[src/hdl/qpc_pkg.sv]
// Shared types, reset values and a helper function of the quadrature position counter.
package qpc_pkg;

    localparam int unsigned POS_W  = 32;
    localparam int unsigned STEP_W = 16;

    localparam logic [STEP_W-1:0] STEP_SIZE_RESET      = 16'd655;
    localparam logic [POS_W-1:0]  START_POSITION_RESET = '0;

    // Configuration register indexes.
    typedef enum logic {
        CFG_STEP_SIZE      = 1'b0,
        CFG_START_POSITION = 1'b1
    } cfg_index_t;

    // Phase of the decoder: four channel levels and two pending-count states.
    typedef enum logic [5:0] {
        PH_LOW  = 6'b000001,
        PH_ATBF = 6'b000010,
        PH_HIGH = 6'b000100,
        PH_AFBT = 6'b001000,
        PH_CW   = 6'b010000,
        PH_CCW  = 6'b100000
    } phase_t;

    // Count decision passed from the phase tracker to the position datapath.
    typedef struct packed {
        logic cw;
        logic ccw;
    } count_t;

    function automatic phase_t level_code(input logic a, input logic b);
        phase_t lv;
        if (a && b) begin
            lv = PH_HIGH;
        end else if (a) begin
            lv = PH_ATBF;
        end else if (b) begin
            lv = PH_AFBT;
        end else begin
            lv = PH_LOW;
        end
        return lv;
    endfunction

endpackage

[src/hdl/qpc_phase.sv]
// Phase tracker of the quadrature position counter: edge detection and count decision.
module qpc_phase
    import qpc_pkg::*;
(
    input  logic   aclk,
    input  logic   aresetn,
    input  logic   accept,
    input  logic   load,
    input  logic   chan_a,
    input  logic   chan_b,
    output count_t count
);

    phase_t phase_reg;
    phase_t phase_next;
    phase_t lv;

    assign lv = level_code(chan_a, chan_b);

    always_comb begin
        phase_next = phase_reg;
        count      = '0;
        if (load) begin
            phase_next = lv;
        end else begin
            unique case (phase_reg)
                PH_LOW: begin
                    if (lv == PH_ATBF) phase_next = PH_CW;
                    else if (lv == PH_AFBT) phase_next = PH_CCW;
                end
                PH_ATBF: begin
                    if (lv == PH_HIGH) phase_next = PH_CW;
                    else if (lv == PH_LOW) phase_next = PH_CCW;
                end
                PH_HIGH: begin
                    if (lv == PH_AFBT) phase_next = PH_CW;
                    else if (lv == PH_ATBF) phase_next = PH_CCW;
                end
                PH_AFBT: begin
                    if (lv == PH_LOW) phase_next = PH_CW;
                    else if (lv == PH_HIGH) phase_next = PH_CCW;
                end
                // The pending count lands now, and the phase is taken straight
                // from the channels, so a change in this transfer is not counted.
                PH_CW: begin
                    count.cw   = 1'b1;
                    phase_next = lv;
                end
                PH_CCW: begin
                    count.ccw  = 1'b1;
                    phase_next = lv;
                end
                default: begin
                    phase_next = lv;
                end
            endcase
        end
    end

    always_ff @(posedge aclk) begin
        if (!aresetn) begin
            phase_reg <= PH_LOW;
        end else if (accept) begin
            phase_reg <= phase_next;
        end
    end

    a_level_after_count: assert property (@(posedge aclk) disable iff (!aresetn)
        accept && !load && (phase_reg == PH_CW || phase_reg == PH_CCW)
        |=> phase_reg != PH_CW && phase_reg != PH_CCW)
        else $error("phase still pending after a count landed");

    a_load_takes_level: assert property (@(posedge aclk) disable iff (!aresetn)
        accept && load |=> phase_reg == level_code($past(chan_a), $past(chan_b)))
        else $error("load did not take the phase from the channels");

    a_hold_when_idle: assert property (@(posedge aclk) disable iff (!aresetn)
        !accept |=> $stable(phase_reg))
        else $error("phase moved without an input transfer");

endmodule

[src/hdl/quadrature_position_counter_core.sv]
// Top level of the quadrature position counter: handshakes, configuration and position.
//
// x4 quadrature decoder with a saturating signed Q16.16 position. Each input
// transfer carries one sample of channels A and B (and a load flag) and yields
// exactly one result, the position after that sample. The Gray order
// 00,10,11,01 (A then B) counts clockwise by step_size; a count lands on the
// transfer after its edge, and a change of the channels on that transfer is
// not counted. A load sets the position to start_position and takes the phase
// from A,B. One input transfer is accepted per clock cycle while the output
// register is free or being read; its result appears there on the next cycle,
// and a new sample is taken while that result is being transferred. The count
// decision and 33-bit saturating add feed the output register. Configuration
// writes are always accepted (cfg_ready is high): index 0 is step_size, index
// 1 is start_position; write them only while no result is outstanding.
module quadrature_position_counter_core
    import qpc_pkg::*;
(
    input  logic                     aclk,
    input  logic                     aresetn,
    input  logic                     s_valid,
    output logic                     s_ready,
    input  logic                     s_load,
    input  logic                     s_chan_a,
    input  logic                     s_chan_b,
    output logic                     m_valid,
    input  logic                     m_ready,
    output logic signed [POS_W-1:0]  m_position,
    input  logic                     cfg_valid,
    output logic                     cfg_ready,
    input  cfg_index_t               cfg_index,
    input  logic [POS_W-1:0]         cfg_data
);

    logic [STEP_W-1:0]        step_size_reg;
    logic signed [POS_W-1:0]  start_position_reg;
    logic signed [POS_W-1:0]  accum_reg;
    logic signed [POS_W-1:0]  accum_next;
    logic                     m_valid_reg;
    logic                     s_accept;
    count_t                   count;
    logic signed [POS_W:0]    delta;
    logic signed [POS_W:0]    sum;

    assign cfg_ready  = 1'b1;
    assign s_ready    = !m_valid_reg || m_ready;
    assign s_accept   = s_valid && s_ready;
    assign m_valid    = m_valid_reg;
    assign m_position = accum_reg;

    qpc_phase u_phase (
        .aclk    (aclk),
        .aresetn (aresetn),
        .accept  (s_accept),
        .load    (s_load),
        .chan_a  (s_chan_a),
        .chan_b  (s_chan_b),
        .count   (count)
    );

    always_comb begin
        delta = $signed({{(POS_W + 1 - STEP_W){1'b0}}, step_size_reg});
        if (count.ccw) begin
            delta = -delta;
        end
        sum = $signed({accum_reg[POS_W-1], accum_reg}) + delta;
        priority if (s_load) begin
            accum_next = start_position_reg;
        end else if (count.cw || count.ccw) begin
            // The two top bits of the sum differ only when it left the 32-bit range.
            if (sum[POS_W] != sum[POS_W-1]) begin
                accum_next = sum[POS_W] ? {1'b1, {(POS_W-1){1'b0}}}
                                        : {1'b0, {(POS_W-1){1'b1}}};
            end else begin
                accum_next = sum[POS_W-1:0];
            end
        end else begin
            accum_next = accum_reg;
        end
    end

    always_ff @(posedge aclk) begin
        if (!aresetn) begin
            step_size_reg      <= STEP_SIZE_RESET;
            start_position_reg <= START_POSITION_RESET;
        end else if (cfg_valid && cfg_ready) begin
            unique case (cfg_index)
                CFG_STEP_SIZE:      step_size_reg      <= cfg_data[STEP_W-1:0];
                CFG_START_POSITION: start_position_reg <= cfg_data;
                default:            ;
            endcase
        end
    end

    always_ff @(posedge aclk) begin
        if (!aresetn) begin
            accum_reg   <= '0;
            m_valid_reg <= 1'b0;
        end else begin
            if (s_accept) begin
                accum_reg <= accum_next;
            end
            if (s_accept) begin
                m_valid_reg <= 1'b1;
            end else if (m_ready) begin
                m_valid_reg <= 1'b0;
            end
        end
    end

    a_load_sets_start: assert property (@(posedge aclk) disable iff (!aresetn)
        s_accept && s_load |=> m_position == $past(start_position_reg))
        else $error("load transfer did not give the start position");

    a_no_count_holds: assert property (@(posedge aclk) disable iff (!aresetn)
        s_accept && !s_load && !count.cw && !count.ccw |=> $stable(m_position))
        else $error("position changed on a transfer without a count");

    a_idle_holds: assert property (@(posedge aclk) disable iff (!aresetn)
        !s_accept |=> $stable(m_position))
        else $error("position changed without an input transfer");

endmodule

[config.mk]
export PLATFORM = sky130hd
export DESIGN_NAME = quadrature_position_counter_core
export DESIGN_NICKNAME = d
export VERILOG_FILES = /design/src/hdl/qpc_pkg.sv /design/src/hdl/qpc_phase.sv /design/src/hdl/quadrature_position_counter_core.sv
export SDC_FILE = /design/constraint.sdc
export NUM_CORES = 1
export LEC_CHECK = 0
export BUFFER_PORTS_ARGS = -buffer_cell sky130_fd_sc_hd__buf_2
export CAP_MARGIN = 20
export CORE_AREA = 3 3 130 132
export DETAILED_ROUTE_END_ITERATION = 8
export DIE_AREA = 0 0 133 135
export GPL_ROUTABILITY_DRIVEN = 1
export PLACE_DENSITY = 0.56
export SYNTH_ARGS = -nofsm -noshare
export SYNTH_HDL_FRONTEND = slang
export SYNTH_SLANG_ARGS = --single-unit
[constraint.sdc]
create_clock -name aclk -period 5.25 [get_ports aclk]
set_input_delay 1.05 -clock aclk [delete_from_list [all_inputs] [get_ports aclk]]
set_output_delay 1.05 -clock aclk [all_outputs]
set_load 0.02 [all_outputs]
== Word level (Yosys, flattened, before mapping) ==
Index checks and enable logic that the tools add are counted.

* Register bits: 87
* Input bits: 41
* Output and inout bits: 35
* Logic and storage cells: 57

* Add/subtract/negate cells: 2
* Equality and inequality tests: 15
* Mux-type cells: 23
* Bitwise gates (word level): 1
* Reduce and logical (&&, ||, !) cells: 11

{| class="wikitable"
|+ Operator list
! kind !! number
|-
| $mux 32 || 4
|-
| $mux 6 || 11
|-
| $add 32x33->33 || 1
|-
| $mux 33 || 1
|-
| $neg 16->33 || 1
|-
| $pmux 6 s4 || 1
|-
| $ne 4x2->1 const B || 4
|-
| $eq 6x1->1 const B || 2
|-
| $eq 6x2->1 const B || 2
|-
| $eq 6x3->1 const B || 2
|-
| $eq 6x4->1 const B || 2
|-
| $eq 6x5->1 const B || 1
|-
| $eq 6x6->1 const B || 1
|-
| $reduce_and 2->1 || 3
|-
| $reduce_and 5->1 || 1
|-
| $mux 1 || 4
|-
| $mux 4 || 1
|-
| $reduce_bool 2->1 || 2
|-
| $logic_and 1x1->1 || 2
|-
| $logic_or 1x1->1 || 2
|-
| $mux 2 || 1
|-
| $logic_not 1->1 || 1
|-
| $ne 1x1->1 || 1
|-
| $not 1->1 || 1
|}

== Longest topological paths before layout ==
Gate-level depths: netlist of run 1.

* Depth in word-level cells: 9
* Mapped depth: 20
* Depth with buffers taken out: 17

== Modules after synthesis ==
Synthesis of run 1 repeated with hierarchy kept, for this count alone.

* Cells, all modules: 782
* Area, all modules: 5957.0 um^2

{| class="wikitable"
|+ Modules (own cells, without submodules)
! module !! times used !! cells an instance !! area each (um^2) !! sequential area each (um^2)
|-
| quadrature_position_counter_core || 1 || 721 || 5416.4 || 1621.6
|-
| qpc_phase || 1 || 61 || 540.5 || 120.1
|}

== Worst setup path after synthesis of run 1 ==
Ideal clock, no wire load.

* Path kind: input to register
* Start: in s_load
* End: reg accum_reg[7], in the netlist m_position[7]
* Library setup time: 68 ps
* Arrival: 4115 ps
* Data required time: 5182 ps
* Path slack: 1067 ps
* Stages: 17
* Path buffers: 5
* Path through: nor2_1 and3_1 buf_4 clkbuf_1 o31a_1 ha_1 buf_6 and3_4 and2_1 o41ai_2 o21ai_0 nor3_4 o22ai_2 and2_4 buf_6 buf_12 a21oi_4

* Longest elaborated chain between the ends: 7
* Elaborated cells on any way between the ends: 11
* Those cells by class: 1 x add/sub; 1 x eq/ne; 6 x mux; 3 x reduce/logical

{| class="wikitable"
|+ Ends and longest elaborated chain
! item !! line !! text
|-
| start, declared || quadrature_position_counter_core.sv:22 || <nowiki>input logic s_load,</nowiki>
|-
| $mux 2 || qpc_phase.sv:23 || <nowiki>if (load) begin</nowiki>
|-
| $mux 33 || quadrature_position_counter_core.sv:62 || <nowiki>if (count.ccw) begin</nowiki>
|-
| $add 32x33->33 || quadrature_position_counter_core.sv:65 || <nowiki>sum = $signed({accum_reg[POS_W-1], accum_reg}) + delta;</nowiki>
|-
| $mux 32 / $ne 1x1->1 (equally long branches) || quadrature_position_counter_core.sv:71, quadrature_position_counter_core.sv:70 ||
|-
| $mux 32 || quadrature_position_counter_core.sv:70 || <nowiki>if (sum[POS_W] != sum[POS_W-1]) begin</nowiki>
|-
| $mux 32 || quadrature_position_counter_core.sv:68 || <nowiki>end else if (count.cw || count.ccw) begin</nowiki>
|-
| $mux 32 || quadrature_position_counter_core.sv:66 || <nowiki>priority if (s_load) begin</nowiki>
|-
| end signal, assigned || quadrature_position_counter_core.sv:100 || <nowiki>accum_reg <= accum_next;</nowiki>
|-
| end, declared || quadrature_position_counter_core.sv:36 || <nowiki>logic signed [POS_W-1:0] accum_reg;</nowiki>
|}

Parallel ways exist; a longest one is shown, timed or not. The select of a mux whose other input is x is not followed.
A chain may end at the register's enable or synchronous reset.

== Final worst setup path of run 1 ==
* Start: reg step_size_reg[0]
* End: reg accum_reg[8], in the netlist m_position[8]

* Longest elaborated chain between the ends: 7
* Elaborated cells on any way between the ends: 8
* Those cells by class: 2 x add/sub; 1 x eq/ne; 5 x mux

{| class="wikitable"
|+ Ends and longest elaborated chain
! item !! line !! text
|-
| start, declared || quadrature_position_counter_core.sv:34 || <nowiki>logic [STEP_W-1:0] step_size_reg;</nowiki>
|-
| start signal, assigned || quadrature_position_counter_core.sv:87 || <nowiki>CFG_STEP_SIZE: step_size_reg <= cfg_data[STEP_W-1:0];</nowiki>
|-
| $neg 16->33 || quadrature_position_counter_core.sv:63 || <nowiki>delta = -delta;</nowiki>
|-
| $mux 33 (*) || quadrature_position_counter_core.sv:62 ||
|-
| $add 32x33->33 (*) || quadrature_position_counter_core.sv:65 ||
|-
| $mux 32 / $ne 1x1->1 (equally long branches) || quadrature_position_counter_core.sv:71, quadrature_position_counter_core.sv:70 ||
|-
| $mux 32 (*) || quadrature_position_counter_core.sv:70 ||
|-
| $mux 32 (*) || quadrature_position_counter_core.sv:68 ||
|-
| $mux 32 (*) || quadrature_position_counter_core.sv:66 ||
|}

Every way passes the cells marked *; elsewhere a longest branch is shown, timed or not. The select of a mux whose other input is x is not followed.

==> out/qor.json, run 1 <==
{
  "run_status": "finished clean",
  "clock_path_buffers": 2,
  "cp.required_ps": 5530,
  "finalCriticalPeriod_ps": 4580,
  "numPortBuffers": 74,
  "yosys-top-cells-count": "161 x nand2_1, 111 x a21oi_1, 87 x dfxtp_1",
  "rows": 46,
  "ys_top_cells_by_area": "dfxtp_1 28%, nand2_1 9.6%, a21oi_1 8.8%, ha_1 7.5%, xnor2_1 3.9%",
  "totalWireLength_um": 19400,
  "holdBufCountCts": 0,
  "power.ir.vdd_worst_mv": 0.160,
  "yosysWarningCount": 0,
  "power_density_over_the_cells_nw_per_um2": 244,
  "synth.most_common_cell": "nand2_1",
  "startpoint_type": "register",
  "placeableCoreArea_um2": 15800,
  "syn_area_um2": 6310,
  "tritoncts_clock_tree": "yes",
  "synth_area_per_cell_um2": 7.61,
  "synth.net_count": 910,
  "setup_viol_count_final": 0,
  "dominantRegCellSynth": "dfxtp_1",
  "areaGrowthSynthToFinish_pct": 13.7,
  "die_area_um2": 18000,
  "synthDominantAreaCellType": "dfxtp_1",
  "postCtsResizedCells": 0,
  "drc": 0,
  "grt_pass1_vias": 5690,
  "clk-insertion-delay-late_ps": 350,
  "gr-total-overflow": 0,
  "synth_enable_flop_cells": 0,
  "wl_per_instance_um": 17.6,
  "worst_ep_arrival_time_ps": 4860,
  "die_y_um": 135,
  "insertedDiodeCount": 0,
  "critical_path.max_fanout": 17,
  "antenna_violating_nets_post_route": 0,
  "ys_ff_latch": 87,
  "synth_top_area_share_pct": 27.6,
  "timing_hold_violations_final": 0,
  "finish.net_count": 965,
  "grt_setup_unrepaired": "no",
  "hpwlAfterDp_um": 14600,
  "hold_ws_ps": 454,
  "detail_route.first_pass.iterations": 5,
  "yosys.cell_types.count": 83,
  "min_path_type": "register to register",
  "crit_path_end_kind": "register",
  "start_util_pct": 39.9,
  "grt_antenna_before_repair": 0,
  "floorplan.io_pins": 76,
  "root_buffer": "clkbuf_16",
  "place.detailed.instances": 1090,
  "synth.yosys.seq_area_share_pct": 27.6,
  "number_of_cells_produced_by_synthesis": 830,
  "fin_tns_setup_ps": 0,
  "avgViaCountPerCell": 5.54,
  "total_leakage_power_nw": 2.97,
  "ys_async_sr_fraction_pct": 0,
  "drive_gt1_share_pct": 17.1,
  "grt_start_max_net_pins": 52,
  "grt_first_pass_wirelength_um": 31000,
  "postCtsSetupRepairBufs": 0,
  "drt_iter0_drc": 534,
  "clock_pin_slew_reported_for_the_worst_setup_and_hold_paths_after_clock_tree_synthesis_ps": 70,
  "vias_after_detailed_routing": 6121,
  "cts-buffers-inserted": 9,
  "globalplace.congestion": 0.890,
  "clock_sink_count": 87,
  "fin_skew_ps": 5.71,
  "floorplan.die.width_um": 133,
  "timing_max_transition_violations_final": 0,
  "htree_num_levels": 3,
  "grt_util_all_layers_pct": 21.7,
  "critical_path_class": "register to register",
  "maxClockFrequency_mhz": 219,
  "timing_worst_slew_pin_value_ps": 932,
  "relSlewSlack_pct": 37.8,
  "maxCapViolCount": 0,
  "post_layout_nonfiller_instances": 1105,
  "period_share_pct": 87.2
}
-- metrics by stage --
| stage | util [%] | cell area, µm² | setup slack (ps) | power (mW) |
|---|---|---|---|---|
| floorplan | - | 6310 | 1070 | 0.999 |
| global placement | 43.3 | 6860 | 560 | 1.11 |
| detailed placement | 43.5 | 6890 | 504 | 1.11 |
| CTS | 45.3 | 7180 | 700 | 1.76 |
| global route | 45.3 | 7180 | 358 | 1.83 |
| finish | 45.3 | 7180 | 674 | 1.75 |
-- worst max-delay path: stages, from the launching register on --
cell      delay, ps
dfxtp_1         340
nor3_1          190
nand2_1         100
nor3_1          290
nand2_1         190
nor2_1          220
ha_1            270
nand2_1          50
o21ai_0         100
ha_1            440
nand2_1         140
nor3_1           70
a311oi_2        430
a311o_1         310
a21oi_2         100
o211ai_2        700
buf_4           300
nand2_1         100
a21oi_4         130
-- cells in the final DEF, fill, tap and decap left out, drive strengths merged, types with 10 or more instances in the layout --
master,Yosys,final
inv,17,18
dfxtp,87,87
o21ai,29,29
nand3,13,13
ha,38,38
a31oi,10,10
o211ai,31,31
buf,17,97
xnor2,29,29
a21oi,123,123
nor2,49,49
clkbuf,36,10
a21o,13,13
or3,20,20
nor3,17,17
nand2,161,161
xor2,13,13
-- final timing paths --
check / startpoint / end / cells past startpoint / slack (ps)
worst max-delay path: step_size_reg[0] / m_position[8] / 18 / 670
worst min-delay path: start_position_reg[17] / start_position_reg[17] / 2 / 450
worst max register to register: step_size_reg[0] / m_position[8] / 18 / 670
worst min register to register: start_position_reg[17] / start_position_reg[17] / 2 / 450
-- cell type report --
class	count	area, µm²
clock buffers	10	229
clock inverters	5	58.8
fillers	1637	8650
inverters	19	71.3
multi-input cells	671	4240
flip-flops and latches	87	1740
well taps	216	270
repair buffers	97	563
-- cells by family (layout without fill, tap and decap cells) --
kind of cell    Yosys count  after routing  share of synthesized area, %
compound gates          272            272                          28.8
xor+xnor                 42             42                          6.07
fa+ha+maj                39             39                          7.85
buf+inv                  72            131                          5.25
flops                    87             87                          27.6
mux                       3              3                         0.515
other cells               1              1                        0.0594
simple gates            314            314                          23.8
-- report_power, final --
group | switching, mW | leakage, nW | internal, mW
combinational | 0.223 | 2.12 | 0.136
sequential | 0.0400 | 0.712 | 0.696
clock | 0.285 | 0.135 | 0.368
total | 0.548 | 2.97 | 1.20
-- layer usage --
layer | share of wire (%) | track usage [%] | wire (µm) | up-vias
li1 | - | - | - | 3095
met1 | 52 | 32.3 | 10100 | 2863
met2 | 42 | 32.3 | 8200 | 145
met3 | 4.2 | 2.76 | 822 | 18
met4 | 1.7 | 7.16 | 332 | 0
met5 | 0 | 0 | 0 | -
Note: power is estimated with default switching activity, not from simulation.
==> run 2, diff against run 1 <==
- ABC_CLOCK_PERIOD_IN_PS: default -> 5250
- BUFFER_PORTS_ARGS: -buffer_cell sky130_fd_sc_hd__buf_2 -> -buffer_cell sky130_fd_sc_hd__buf_4
==> run 2 against run 1 <==
  * Die area did not move
  * Flip-flop and latch count did not move
  * Hold slack got worse by 0.74 ps
  * Highest routed layer unchanged
  * Fmax rose by 1.8%
==> out/qor.json, run 2 (synthesis results as in run 1) <==
{
  "finish.net_count": 958,
  "vias_after_detailed_routing": 6300,
  "mostFrequentLayoutCells": "161 x nand2_1, 111 x a21oi_1, 88 x buf_4",
  "start_util_pct": 39.9,
  "areaGrowthSynthToFinish_pct": 15.6,
  "fin_skew_ps": 17.1,
  "setup_viol_count_final": 0,
  "startpoint_type": "register",
  "maxCapViolCount": 0,
  "postCtsResizedCells": 0,
  "placeableCoreArea_um2": 15800,
  "htree_num_levels": 3,
  "total_leakage_power_nw": 2.97,
  "hpwlAfterDp_um": 15800,
  "timing_worst_slew_pin_value_ps": 919,
  "clk-insertion-delay-late_ps": 350,
  "die_area_um2": 18000,
  "power_density_over_the_cells_nw_per_um2": 238,
  "root_buffer": "clkbuf_16",
  "wl_per_instance_um": 18.7,
  "drt_iter0_drc": 530,
  "clock_sink_count": 87,
  "relSlewSlack_pct": 38.6,
  "globalplace.congestion": 1.02,
  "drc": 0,
  "power.ir.vdd_worst_mv": 0.139,
  "tritoncts_clock_tree": "yes",
  "fin_tns_setup_ps": 0,
  "avgViaCountPerCell": 5.73,
  "drive_gt1_share_pct": 16.6,
  "min_path_type": "register to register",
  "totalWireLength_um": 20600,
  "grt_util_all_layers_pct": 22.7,
  "grt_antenna_before_repair": 0,
  "run_status": "finished clean",
  "clock_pin_slew_reported_for_the_worst_setup_and_hold_paths_after_clock_tree_synthesis_ps": 70,
  "die_y_um": 135,
  "critical_path.max_fanout": 9,
  "rows": 46,
  "postCtsSetupRepairBufs": 0,
  "grt_first_pass_wirelength_um": 32500,
  "total_power_mw": 1.74,
  "antenna_violating_nets_post_route": 0,
  "layout_filler_cell_count": 1603,
  "grt_pass1_vias": 5878,
  "grt_setup_unrepaired": "no",
  "cts-buffers-inserted": 9,
  "gr-total-overflow": 0,
  "finalCriticalPeriod_ps": 4500,
  "maxClockFrequency_mhz": 222,
  "cp.required_ps": 5470,
  "critical_path_class": "register to register",
  "timing_hold_violations_final": 0,
  "floorplan.die.width_um": 133,
  "grt_start_max_net_pins": 44,
  "floorplan.io_pins": 76,
  "worst_ep_arrival_time_ps": 4720,
  "holdBufCountCts": 0,
  "insertedDiodeCount": 0,
  "period_share_pct": 85.7,
  "detail_route.first_pass.iterations": 5,
  "timing_max_transition_violations_final": 0,
  "final_common_cell": "nand2_1",
  "crit_path_end_kind": "register",
  "numPortBuffers": 74,
  "clock_path_buffers": 2
}
-- run 2: cell count changes in the layout (fill, tap and decap cells not counted) --
| cell | change |
|---|---|
| buf_4 | +66 |
| clkbuf_1 | -1 |
| buf_2 | -74 |
| clkinv_2 | +1 |
| buf_16 | -1 |
| buf_8 | +2 |
| inv_6 | +1 |
| bufinv_16 | -1 |
| clkbuf_8 | +1 |
-- run 2: final cells by class --
class | count | area [µm²] | area share [%]
well taps | 216 | 270 | 3.70
clock buffers | 10 | 239 | 3.28
flip-flops and latches | 87 | 1740 | 23.9
repair buffers | 90 | 691 | 9.47
clock inverters | 6 | 42.5 | 0.583
inverters | 19 | 71.3 | 0.977
multi-input cells | 671 | 4240 | 58.1
-- run 2: path summary, 6_finish.rpt --
kind / from / endpoint / slack (ps) / cells after the start
max reg2reg: step_size_reg[0] / m_position[3] / 750 / 17
min reg2reg: start_position_reg[13] / start_position_reg[13] / 450 / 2
min: start_position_reg[13] / start_position_reg[13] / 450 / 2
max: step_size_reg[0] / m_position[3] / 750 / 17
-- run 2: critical path, cell delays in order (launching register included) --
cell	delay [ps]
dfxtp_1	340
nor3_1	180
nand2_1	100
nor3_1	290
nand2_1	230
nor2_1	190
buf_4	190
a21oi_1	80
ha_1	400
a21oi_1	360
nand2_1	120
o41ai_2	450
o21ai_0	320
nor3_2	380
o211ai_2	140
buf_4	210
a211oi_1	250
o22ai_1	120
-- run 2: metal layers --
layer,GRT usage (%),vias up,share of wire [%]
met5,0,-,0
li1,-,3090,-
met3,3.06,25,5.6
met1,34.1,2967,50
met4,5.02,0,1.4
met2,34.6,218,43
-- run 2: power breakdown --
part	internal, mW	switching [mW]	total (mW)	leakage, nW
Combinational	0.150	0.226	0.375	2.12
Sequential	0.696	0.0450	0.741	0.712
Clock	0.336	0.284	0.619	0.135
Total	1.18	0.554	1.74	2.97
-- run 2: per-stage QoR --
stage / instances / utilization (%) / worst slack [ps] / hold slack, ps / area, µm²
2_1_floorplan: 830 / - / 1070 / 431 / 6310
6_report: 1099 / 46.1 / 753 / 453 / 7300
5_1_grt: 1099 / 46.1 / 346 / 477 / 7300
4_1_cts: 1097 / 45.9 / 762 / 457 / 7270
3_3_place_gp: 1081 / 44.1 / 525 / 440 / 6990
3_5_place_dp: 1081 / 44.1 / 440 / 447 / 6990
